### src/arpig_pkg.sv
`timescale 1ns / 1ps
// arpig_pkg: shared field widths, input kind codes, register indexes, reset values
// and the sequencer state type of the audio rate loop. No dependencies.
package arpig_pkg;

  localparam int KIND_W    = 2;
  localparam int QUEUE_W   = 16;
  localparam int IVL_W     = 16;
  localparam int RATE_W    = 25;
  localparam int ACC_W     = 26;
  localparam int CLK_W     = 27;
  localparam int CFG_W     = 27;
  localparam int CFG_IDX_W = 3;

  // input kinds
  localparam logic [KIND_W-1:0] KIND_FRAME   = 2'd0;
  localparam logic [KIND_W-1:0] KIND_TICK    = 2'd1;
  localparam logic [KIND_W-1:0] KIND_RESTART = 2'd2;

  localparam logic [RATE_W-1:0] RATE_MAX = '1;
  localparam logic [IVL_W-1:0]  IVL_MAX  = '1;

  // register reset values
  localparam logic [26:0] CLOCK_HZ_RST     = 27'd16777216;
  localparam logic [15:0] NOMINAL_RST      = 16'd48000;
  localparam logic [15:0] TARGET_Q_RST     = 16'd4096;
  localparam logic [15:0] QUEUE_LIMIT_RST  = 16'd16384;
  localparam logic [15:0] NUDGE_GAIN_RST   = 16'd3277;
  localparam logic [23:0] NUDGE_LIMIT_RST  = 24'd128000;
  localparam logic [16:0] SMOOTH_GAIN_RST  = 17'd3277;
  localparam logic [15:0] DEVIATION_RST    = 16'd1311;

  typedef enum logic [CFG_IDX_W-1:0] {
    REG_CLOCK_HZ    = 3'd0,
    REG_NOMINAL     = 3'd1,
    REG_TARGET_Q    = 3'd2,
    REG_QUEUE_LIMIT = 3'd3,
    REG_NUDGE_GAIN  = 3'd4,
    REG_NUDGE_LIMIT = 3'd5,
    REG_SMOOTH_GAIN = 3'd6,
    REG_DEVIATION   = 3'd7
  } cfg_reg_t;

  typedef enum logic [3:0] {
    ST_IDLE,
    ST_F_DEV,
    ST_F_ERR,
    ST_F_TGT,
    ST_F_DIFF,
    ST_F_SMUL,
    ST_F_SUM,
    ST_F_BAND,
    ST_F_SAT,
    ST_T_DIV,
    ST_T_ACC,
    ST_T_FIX,
    ST_DONE
  } state_t;

endpackage

### src/arpig_ifs.sv
`timescale 1ns / 1ps
// arpig_req_if / arpig_rsp_if: valid/ready channels carrying request and result words.
// Depends on arpig_pkg for field widths.
interface arpig_req_if;
  logic                          valid;
  logic                          ready;
  logic [arpig_pkg::KIND_W-1:0]  kind;
  logic [arpig_pkg::QUEUE_W-1:0] queued_samples;

  modport source (output valid, output kind, output queued_samples, input ready);
  modport sink   (input valid, input kind, input queued_samples, output ready);
endinterface

interface arpig_rsp_if;
  logic                         valid;
  logic                         ready;
  logic [arpig_pkg::IVL_W-1:0]  interval_cycles;
  logic                         push_allowed;
  logic [arpig_pkg::RATE_W-1:0] rate_now_q8;

  modport source (output valid, output interval_cycles, output push_allowed,
                  output rate_now_q8, input ready);
  modport sink   (input valid, input interval_cycles, input push_allowed,
                  input rate_now_q8, output ready);
endinterface

### src/audio_rate_pll_interval_gen_top.sv
`timescale 1ns / 1ps
// audio_rate_pll_interval_gen_top: audio rate loop and sample interval generator.
// Depends on arpig_pkg and the channel interfaces in arpig_ifs.sv.

// The block holds an audio sample rate in units of 2^-FRAC_BITS Hz and takes one request
// word at a time. A frame update (kind 0) reports whether a push is allowed (queue below
// queue_limit), derives a nudge from the target queue level minus the queue level, smooths
// the rate toward nominal plus nudge and clamps it to the deviation band around nominal. A
// sample tick (kind 1) returns clock_hz * 2^FRAC_BITS / rate in clock cycles, carrying the
// remainder in a fractional accumulator so the mean interval is exact; intervals saturate
// at 65535. A restart (kind 2) clears the accumulator; kind 3 changes nothing. Every result
// word carries the rate after the request. A frame update runs eight steps through one
// shared 18-bit-by-wide signed multiplier and its adders; a sample tick runs a restoring
// divider retiring one quotient bit per cycle over 27 + FRAC_BITS bits; restart and
// unknown kinds go straight to the result. The result sits in an output register, so a
// new request is taken while the previous result waits.
// Configuration is a write port: cfg_we with cfg_idx selecting the register and cfg_wdata
// holding the value, LSB aligned; write only while the block is idle.
module audio_rate_pll_interval_gen_top #(
  parameter int FRAC_BITS = 8
) (
  input  logic                               clk,
  input  logic                               rst,
  arpig_req_if.sink                          req,
  arpig_rsp_if.source                        rsp,
  input  logic                               cfg_we,
  input  logic [arpig_pkg::CFG_IDX_W-1:0]    cfg_idx,
  input  logic [arpig_pkg::CFG_W-1:0]        cfg_wdata
);

  localparam int NW   = 16 + FRAC_BITS;                 // nominal rate width
  localparam int BW   = ((NW > 25) ? NW : 25) + 2;      // signed work width
  localparam int PW   = BW + 18;                        // product width
  localparam int RW   = BW + 2;                         // smoothed rate sum width
  localparam int NUMW = arpig_pkg::CLK_W + FRAC_BITS;   // dividend width
  localparam int CW   = $clog2(NUMW + 1);

  localparam longint unsigned NOM_RST_Q =
    64'(arpig_pkg::NOMINAL_RST) << FRAC_BITS;
  localparam logic [arpig_pkg::RATE_W-1:0] RATE_RST =
    (NOM_RST_Q > 64'(arpig_pkg::RATE_MAX)) ? arpig_pkg::RATE_MAX
                                           : NOM_RST_Q[arpig_pkg::RATE_W-1:0];

  // configuration registers
  logic [26:0] clock_hz;
  logic [15:0] nominal_rate_hz;
  logic [15:0] target_level;
  logic [15:0] queue_limit;
  logic [15:0] nudge_gain_q8;
  logic [23:0] nudge_limit_q8;
  logic [16:0] smooth_gain_q16;
  logic [15:0] deviation_q16;

  always_ff @(posedge clk) begin
    if (rst) begin
      clock_hz        <= arpig_pkg::CLOCK_HZ_RST;
      nominal_rate_hz <= arpig_pkg::NOMINAL_RST;
      target_level    <= arpig_pkg::TARGET_Q_RST;
      queue_limit     <= arpig_pkg::QUEUE_LIMIT_RST;
      nudge_gain_q8   <= arpig_pkg::NUDGE_GAIN_RST;
      nudge_limit_q8  <= arpig_pkg::NUDGE_LIMIT_RST;
      smooth_gain_q16 <= arpig_pkg::SMOOTH_GAIN_RST;
      deviation_q16   <= arpig_pkg::DEVIATION_RST;
    end else if (cfg_we) begin
      unique case (arpig_pkg::cfg_reg_t'(cfg_idx))
        arpig_pkg::REG_CLOCK_HZ:    clock_hz        <= cfg_wdata[26:0];
        arpig_pkg::REG_NOMINAL:     nominal_rate_hz <= cfg_wdata[15:0];
        arpig_pkg::REG_TARGET_Q:    target_level    <= cfg_wdata[15:0];
        arpig_pkg::REG_QUEUE_LIMIT: queue_limit     <= cfg_wdata[15:0];
        arpig_pkg::REG_NUDGE_GAIN:  nudge_gain_q8   <= cfg_wdata[15:0];
        arpig_pkg::REG_NUDGE_LIMIT: nudge_limit_q8  <= cfg_wdata[23:0];
        arpig_pkg::REG_SMOOTH_GAIN: smooth_gain_q16 <= cfg_wdata[16:0];
        arpig_pkg::REG_DEVIATION:   deviation_q16   <= cfg_wdata[15:0];
        default: ;
      endcase
    end
  end

  // loop state and sequencer registers
  arpig_pkg::state_t state, state_next;

  logic [arpig_pkg::RATE_W-1:0]  rate_q8;
  logic [arpig_pkg::ACC_W-1:0]   frac_accum;
  logic [arpig_pkg::QUEUE_W-1:0] q_r;
  logic                          push_r;
  logic [arpig_pkg::IVL_W-1:0]   iv_res;
  logic [NW-1:0]                 dev_r;
  logic signed [BW-1:0]          wk;       // target rate, then its distance from rate
  logic signed [RW-1:0]          rs;       // smoothed rate, then its band clamp
  logic [NUMW-1:0]               quo;      // dividend shifting out, quotient shifting in
  logic [arpig_pkg::RATE_W-1:0]  rem;
  logic [CW-1:0]                 cnt;

  logic                          out_valid;
  logic [arpig_pkg::IVL_W-1:0]   out_ivl;
  logic                          out_push;
  logic [arpig_pkg::RATE_W-1:0]  out_rate;

  logic accept;
  logic out_load;

  // shared multiplier, product registered
  logic signed [BW-1:0] mul_a;
  logic signed [17:0]   mul_b;
  logic signed [PW-1:0] prod;

  always_ff @(posedge clk) begin
    prod <= mul_a * mul_b;
  end

  // combinational datapath terms
  logic [NW-1:0]           nom;
  logic signed [16:0]      err;
  logic signed [PW-9:0]    nudge;
  logic signed [PW-9:0]    lim_s;
  logic signed [PW-9:0]    nudge_c;
  logic [NW-1:0]           band_lo;
  logic [NW:0]             band_hi;
  logic signed [RW-1:0]    rate_ext;
  logic signed [RW-1:0]    lo_ext;
  logic signed [RW-1:0]    hi_ext;
  logic signed [RW-1:0]    max_ext;
  logic [arpig_pkg::ACC_W-1:0] trial;
  logic                    div_ge;
  logic [arpig_pkg::ACC_W-1:0] rate_acc;
  logic                    acc_ge;

  assign nom      = {nominal_rate_hz, {FRAC_BITS{1'b0}}};
  assign err      = $signed({1'b0, target_level}) - $signed({1'b0, q_r});
  assign nudge    = $signed(prod[PW-1:8]);        // floor of product / 256
  assign lim_s    = $signed((PW-8)'(nudge_limit_q8));
  assign band_lo  = nom - dev_r;
  assign band_hi  = {1'b0, nom} + {1'b0, dev_r};
  assign rate_ext = $signed(RW'(rate_q8));
  assign lo_ext   = $signed(RW'(band_lo));
  assign hi_ext   = $signed(RW'(band_hi));
  assign max_ext  = $signed(RW'(arpig_pkg::RATE_MAX));
  assign rate_acc = {1'b0, rate_q8};
  assign trial    = {rem, quo[NUMW-1]};
  assign div_ge   = trial >= rate_acc;
  assign acc_ge   = frac_accum >= rate_acc;

  always_comb begin
    if (nudge > lim_s) begin
      nudge_c = lim_s;
    end else if (nudge < -lim_s) begin
      nudge_c = -lim_s;
    end else begin
      nudge_c = nudge;
    end
  end

  assign accept   = req.valid && req.ready;
  assign out_load = (state == arpig_pkg::ST_DONE) && (!out_valid || rsp.ready);

  // sequencer
  always_ff @(posedge clk) begin
    if (rst) begin
      state <= arpig_pkg::ST_IDLE;
    end else begin
      state <= state_next;
    end
  end

  always_comb begin
    state_next = state;
    req.ready  = 1'b0;
    mul_a      = wk;
    mul_b      = $signed({1'b0, smooth_gain_q16});
    unique case (state)
      arpig_pkg::ST_IDLE: begin
        req.ready = 1'b1;
        if (req.valid) begin
          if (req.kind == arpig_pkg::KIND_FRAME) begin
            state_next = arpig_pkg::ST_F_DEV;
          end else if (req.kind == arpig_pkg::KIND_TICK && rate_q8 != '0) begin
            state_next = arpig_pkg::ST_T_DIV;
          end else begin
            state_next = arpig_pkg::ST_DONE;
          end
        end
      end
      arpig_pkg::ST_F_DEV: begin
        mul_a      = $signed(BW'(nom));
        mul_b      = $signed({2'b00, deviation_q16});
        state_next = arpig_pkg::ST_F_ERR;
      end
      arpig_pkg::ST_F_ERR: begin
        mul_a      = BW'(err);
        mul_b      = $signed({2'b00, nudge_gain_q8});
        state_next = arpig_pkg::ST_F_TGT;
      end
      arpig_pkg::ST_F_TGT:  state_next = arpig_pkg::ST_F_DIFF;
      arpig_pkg::ST_F_DIFF: state_next = arpig_pkg::ST_F_SMUL;
      arpig_pkg::ST_F_SMUL: state_next = arpig_pkg::ST_F_SUM;
      arpig_pkg::ST_F_SUM:  state_next = arpig_pkg::ST_F_BAND;
      arpig_pkg::ST_F_BAND: state_next = arpig_pkg::ST_F_SAT;
      arpig_pkg::ST_F_SAT:  state_next = arpig_pkg::ST_DONE;
      arpig_pkg::ST_T_DIV: begin
        if (cnt == CW'(NUMW - 1)) begin
          state_next = arpig_pkg::ST_T_ACC;
        end
      end
      arpig_pkg::ST_T_ACC: state_next = arpig_pkg::ST_T_FIX;
      arpig_pkg::ST_T_FIX: state_next = arpig_pkg::ST_DONE;
      arpig_pkg::ST_DONE: begin
        if (!out_valid || rsp.ready) begin
          state_next = arpig_pkg::ST_IDLE;
        end
      end
      default: state_next = arpig_pkg::ST_IDLE;
    endcase
  end

  // loop state: rate and fractional accumulator
  always_ff @(posedge clk) begin
    if (rst) begin
      rate_q8    <= RATE_RST;
      frac_accum <= '0;
    end else begin
      if (accept && req.kind == arpig_pkg::KIND_RESTART) begin
        frac_accum <= '0;
      end
      if (state == arpig_pkg::ST_T_ACC) begin
        frac_accum <= frac_accum + {1'b0, rem};   // wraps at 26 bits
      end
      if (state == arpig_pkg::ST_T_FIX && acc_ge) begin
        frac_accum <= frac_accum - rate_acc;
      end
      if (state == arpig_pkg::ST_F_SAT) begin
        if (rs > max_ext) begin
          rate_q8 <= arpig_pkg::RATE_MAX;
        end else if (rs < 0) begin
          rate_q8 <= '0;
        end else begin
          rate_q8 <= rs[arpig_pkg::RATE_W-1:0];
        end
      end
    end
  end

  // working registers
  always_ff @(posedge clk) begin
    if (accept) begin
      q_r    <= req.queued_samples;
      push_r <= (req.kind == arpig_pkg::KIND_FRAME) && (req.queued_samples < queue_limit);
      iv_res <= (req.kind == arpig_pkg::KIND_TICK) ? arpig_pkg::IVL_MAX : '0;
      quo    <= {clock_hz, {FRAC_BITS{1'b0}}};
      rem    <= '0;
      cnt    <= '0;
    end
    unique case (state)
      arpig_pkg::ST_F_ERR:  dev_r <= prod[NW+15:16];
      arpig_pkg::ST_F_TGT:  wk    <= BW'(nudge_c) + $signed(BW'(nom));
      arpig_pkg::ST_F_DIFF: wk    <= wk - $signed(BW'(rate_q8));
      arpig_pkg::ST_F_SUM:  rs    <= $signed(prod[PW-1:16]) + rate_ext;
      arpig_pkg::ST_F_BAND: begin
        if (rs < lo_ext) begin
          rs <= lo_ext;
        end else if (rs > hi_ext) begin
          rs <= hi_ext;
        end
      end
      arpig_pkg::ST_T_DIV: begin
        rem <= div_ge ? 25'(trial - rate_acc) : trial[arpig_pkg::RATE_W-1:0];
        quo <= {quo[NUMW-2:0], div_ge};
        cnt <= cnt + 1'b1;
      end
      arpig_pkg::ST_T_FIX: begin
        if (quo >= NUMW'(arpig_pkg::IVL_MAX)) begin
          iv_res <= arpig_pkg::IVL_MAX;
        end else begin
          iv_res <= quo[arpig_pkg::IVL_W-1:0] + arpig_pkg::IVL_W'(acc_ge);
        end
      end
      default: ;
    endcase
  end

  // output register
  always_ff @(posedge clk) begin
    if (rst) begin
      out_valid <= 1'b0;
    end else if (out_load) begin
      out_valid <= 1'b1;
    end else if (rsp.ready) begin
      out_valid <= 1'b0;
    end
  end

  always_ff @(posedge clk) begin
    if (out_load) begin
      out_ivl  <= iv_res;
      out_push <= push_r;
      out_rate <= rate_q8;
    end
  end

  assign rsp.valid           = out_valid;
  assign rsp.interval_cycles = out_ivl;
  assign rsp.push_allowed    = out_push;
  assign rsp.rate_now_q8     = out_rate;

endmodule
### src/flat_wrapper.sv
// flat-port wrapper written by rule: the top's interface ports become plain ports
module audio_rate_pll_interval_gen_top_flat 
#(
  parameter int FRAC_BITS = 8
)
  (clk, rst, cfg_we, cfg_idx, cfg_wdata, req_valid, req_kind, req_queued_samples, req_ready, rsp_valid, rsp_interval_cycles, rsp_push_allowed, rsp_rate_now_q8, rsp_ready);
  arpig_req_if req_i ();
  arpig_rsp_if rsp_i ();
  input  logic clk;
  input  logic rst;
  input  logic cfg_we;
  input  logic [arpig_pkg::CFG_IDX_W-1:0] cfg_idx;
  input  logic [arpig_pkg::CFG_W-1:0] cfg_wdata;
  input wire logic [$bits(req_i.valid)-1:0] req_valid;
  input wire logic [$bits(req_i.kind)-1:0] req_kind;
  input wire logic [$bits(req_i.queued_samples)-1:0] req_queued_samples;
  output wire logic [$bits(req_i.ready)-1:0] req_ready;
  output wire logic [$bits(rsp_i.valid)-1:0] rsp_valid;
  output wire logic [$bits(rsp_i.interval_cycles)-1:0] rsp_interval_cycles;
  output wire logic [$bits(rsp_i.push_allowed)-1:0] rsp_push_allowed;
  output wire logic [$bits(rsp_i.rate_now_q8)-1:0] rsp_rate_now_q8;
  input wire logic [$bits(rsp_i.ready)-1:0] rsp_ready;
  assign req_i.valid = req_valid;
  assign req_i.kind = req_kind;
  assign req_i.queued_samples = req_queued_samples;
  assign req_ready = req_i.ready;
  assign rsp_valid = rsp_i.valid;
  assign rsp_interval_cycles = rsp_i.interval_cycles;
  assign rsp_push_allowed = rsp_i.push_allowed;
  assign rsp_rate_now_q8 = rsp_i.rate_now_q8;
  assign rsp_i.ready = rsp_ready;
  audio_rate_pll_interval_gen_top #(.FRAC_BITS(FRAC_BITS)) u_core (.clk(clk), .rst(rst), .req(req_i), .rsp(rsp_i), .cfg_we(cfg_we), .cfg_idx(cfg_idx), .cfg_wdata(cfg_wdata));
endmodule
### config.mk
export PLATFORM = sky130hd
export DESIGN_NAME = audio_rate_pll_interval_gen_top_flat
export DESIGN_NICKNAME = d
export VERILOG_FILES = /design/src/arpig_pkg.sv /design/src/arpig_ifs.sv /design/src/audio_rate_pll_interval_gen_top.sv /design/src/flat_wrapper.sv
export SDC_FILE = /design/constraint.sdc
export NUM_CORES = 2
export LEC_CHECK = 0
export BUFFER_PORTS_ARGS = -buffer_cell sky130_fd_sc_hd__buf_2
export CAP_MARGIN = 20
export CORE_MARGIN = 4
export CORE_UTILIZATION = 40
export DETAILED_ROUTE_END_ITERATION = 10
export PLACE_DENSITY_LB_ADDON = 0.12
export REMOVE_ABC_BUFFERS = 1
export SYNTH_ARGS = -nofsm -noshare
export SYNTH_HDL_FRONTEND = slang
export SYNTH_SLANG_ARGS = --single-unit
### constraint.sdc
create_clock -name clk -period 11.3 [get_ports clk]
set_clock_uncertainty 0.2 [all_clocks]
set_input_delay 1.695 -clock clk [delete_from_list [all_inputs] [get_ports clk]]
set_output_delay 1.695 -clock clk [all_outputs]
set_load 0.02 [all_outputs]
==> results_dict.tcl <==
set metrics [dict create \
    boundaryPins 97 \
    ctsHoldBuffers 0 \
    numPortBuffers 96 \
    crit_path_end "u_core.prod[44]$_DFF_P_" \
    drv_slew 0 \
    syn_avg_cell_area_um2 8.64 \
    syn_area_um2 46200 \
    drt_iter0_drc 2925 \
    area_delta_synth_final_pct 8.70 \
    cts.clk_slew.worst_paths_ns 0.06 \
    ys_async_sr_fraction 0 \
    synth_edf_count 221 \
    crit_slowest_cell "o31a_1" \
    ant_nets 0 \
    grt_pass1_wl_um 237000 \
    dp_hpwl_um 122000 \
    rows 124 \
    tightest_slew_ns 1.26 \
    die_y_um 348 \
    reg2reg_from "u_core.q_r[0]$_DFFE_PP_" \
    fin_setup_tns_ns 0 \
    worstReg2RegEnd "u_core.prod[44]$_DFF_P_" \
    cts_root_buf "clkbuf_16" \
    place.gp.congestion 0.925 \
    cts_tree "yes" \
    end_kind "flop" \
    num-fill-cells 11400 \
    drcViolationCount 0 \
    num_vias 37700 \
    grt_setup_unrepaired "no" \
    start_util 0.404 \
    grt_max_degree 80 \
    yosys_warnings 0 \
    grt.overflow.total 0 \
    worstPathArrival_ns 9.83 \
    fin_crit_ns 9.46 \
    die_x_um 348 \
    finalHoldViolations 0 \
    critPathMaxStageDelay_ns 0.56 \
    crit_start "u_core.q_r[0]$_DFFE_PP_" \
    status "finished clean" \
    max_freq_mhz 106 \
    critical_path_depth 34 \
    worst-r2r-setup-slack_ns 1.84 \
    nets 6278 \
    synth_cell_types 91 \
    final_common_cell "nand2_1" \
    clkSinkCount 462 \
    syn_inst 5349 \
    cp.buffers_inverters 5 \
    grt_pass1_vias 37300 \
    cp_max_fo 18 \
    clock_path_buffers 3 \
    cts_buffers 53 \
    fin_crit_sh 0.837 \
    synth_seq_area_share 0.248 \
    grt_use_total 0.257 \
    critPathKind "reg2reg" \
    ys_seq_elements 462 \
    routedWlPerCell_um 22.7 \
    drive_gt1_frac 0.0569 \
    core_um2 115000 \
    layout_common_cells "882 x nand2_1, 660 x inv_1, 452 x fa_1" \
    rr_worst_depth 34 \
    cp-start-kind "flop" \
    wl_um 157000 \
    via_per_inst 5.46 \
    required_ns 11.66 \
    synth_ff_type "dfxtp_1" \
    max-slew-margin-rel 0.157 \
    maxCapViolCount 0 \
    cts.htree.levels 2 \
    clock_latency_ns 0.66 \
    setup_violations 0 \
    finish.utilization 0.439 \
    dr.pass1.iters 7 \
    cts_setup_buffers 0 \
    post_cts_resized 0 \
    critPathTopFamily "adder cells" \
    grt_antenna_before_repair 5 \
    path_common_cell "fa_1" \
    die_area_um2 121000 \
    hold_path_class "reg2reg" \
]
## area by class of cell
class | count | area, µm² | share of cell area
inverter | 662 | 2480 | 0.0495
sequential | 462 | 11500 | 0.228
clock buffer | 69 | 1470 | 0.0292
multi-input combinational | 4010 | 31500 | 0.627
clock inverter | 30 | 377 | 0.00750
tap | 1512 | 1890 | 0.0377
antenna | 1 | 2.50 | 0.0000498
timing repair buffer | 162 | 1070 | 0.0213
## synthesized netlist by cell type, drive strengths merged (8+ instances only)
library cell  number  share of area
nand2            885          0.072
inv              660          0.054
fa               452           0.20
nor2             444          0.036
ha               422           0.11
a21oi            361          0.039
dfxtp            241           0.10
edfxtp           221           0.14
o21ai            187          0.020
clkbuf           186          0.016
xnor2            168          0.032
nor3              85         0.0093
a21o              83          0.013
nand3             76         0.0082
xor2              76          0.014
and2              73         0.0099
nand2b            57         0.0077
nor2b             49         0.0066
a211oi            48         0.0081
and3              40         0.0054
mux2i             40         0.0087
a31oi             39         0.0056
nand4             39         0.0053
o21a              38         0.0062
nand3b            37         0.0060
a22oi             34         0.0055
nor4              32         0.0048
buf               29         0.0034
or3               24         0.0032
o31ai             23         0.0044
o21bai            22         0.0036
o211ai            16         0.0026
o31a              16         0.0030
a221oi            14         0.0027
or2               13         0.0018
a211o             12         0.0023
a22o              12         0.0023
and4              10         0.0019
o2111ai            8         0.0017
## sequential cells by signal (all words and copies together), names as in the netlist, 17 cells and up
signal and flops:
u_core.dev_r 24, u_core.clock_hz 27, u_core.nudge_limit_q8 24, u_core.rs 29, u_core.wk 27, u_core.smooth_gain_q16 17
u_core.rsp.rate_now_q8 25, u_core.prod 37, u_core.rem 25, u_core.rate_q8 25, u_core.frac_accum 26, u_core.quo 35
## stage by stage
stage / worst slack, ns / hold slack (ns) / instances / cell area (µm²)
CTS: 1.82 / 0.220 / 6903 / 50100
global route: 1.22 / 0.222 / 6907 / 50200
detailed placement: 1.81 / 0.205 / 6804 / 48300
global placement: 1.91 / 0.202 / 6803 / 48300
floorplan: 1.88 / 0.200 / 5134 / 45300
finish: 1.84 / 0.219 / 6908 / 50200
## cells by family after synthesis
family / share of synthesized area
DFF: 0.248
AOI/OAI and AO/OA: 0.133
buffers and inverters: 0.0727
muxes: 0.00891
and+or+nand+nor: 0.181
adders and majority gates: 0.310
xor gates and xnor gates: 0.0464
## how the worst min path moves through the flow
| stage | startpoint | end | slack, ns | cells past startpoint |
|---|---|---|---|---|
| CTS | u_core.iv_res[3]$_DFFE_PP_ | u_core.rsp.interval_cycles[3]$_DFFE_PP_ | 0.22 | 0 |
| global route | u_core.iv_res[6]$_DFFE_PP_ | u_core.rsp.interval_cycles[6]$_DFFE_PP_ | 0.22 | 0 |
| floorplan | u_core.iv_res[0]$_DFFE_PP_ | u_core.rsp.interval_cycles[0]$_DFFE_PP_ | 0.20 | 0 |
| global placement | u_core.iv_res[12]$_DFFE_PP_ | u_core.rsp.interval_cycles[12]$_DFFE_PP_ | 0.20 | 0 |
| finish | u_core.iv_res[9]$_DFFE_PP_ | u_core.rsp.interval_cycles[9]$_DFFE_PP_ | 0.22 | 0 |
| detailed placement | u_core.iv_res[3]$_DFFE_PP_ | u_core.rsp.interval_cycles[3]$_DFFE_PP_ | 0.20 | 0 |
## routing by layer
| metal | wire [µm] | global-route usage | part of all wire | vias to the layer above |
|---|---|---|---|---|
| li1 | - | - | - | 17800 |
| met1 | 71300 | 0.362 | 0.45 | 18500 |
| met2 | 70800 | 0.414 | 0.45 | 1230 |
| met3 | 10400 | 0.0392 | 0.066 | 187 |
| met4 | 4450 | 0.0656 | 0.028 | 0 |
| met5 | 0 | 0 | 0 | - |
Power is not shown: default switching activity piles up to over one toggle a cycle in this logic, so the estimate is an artifact.
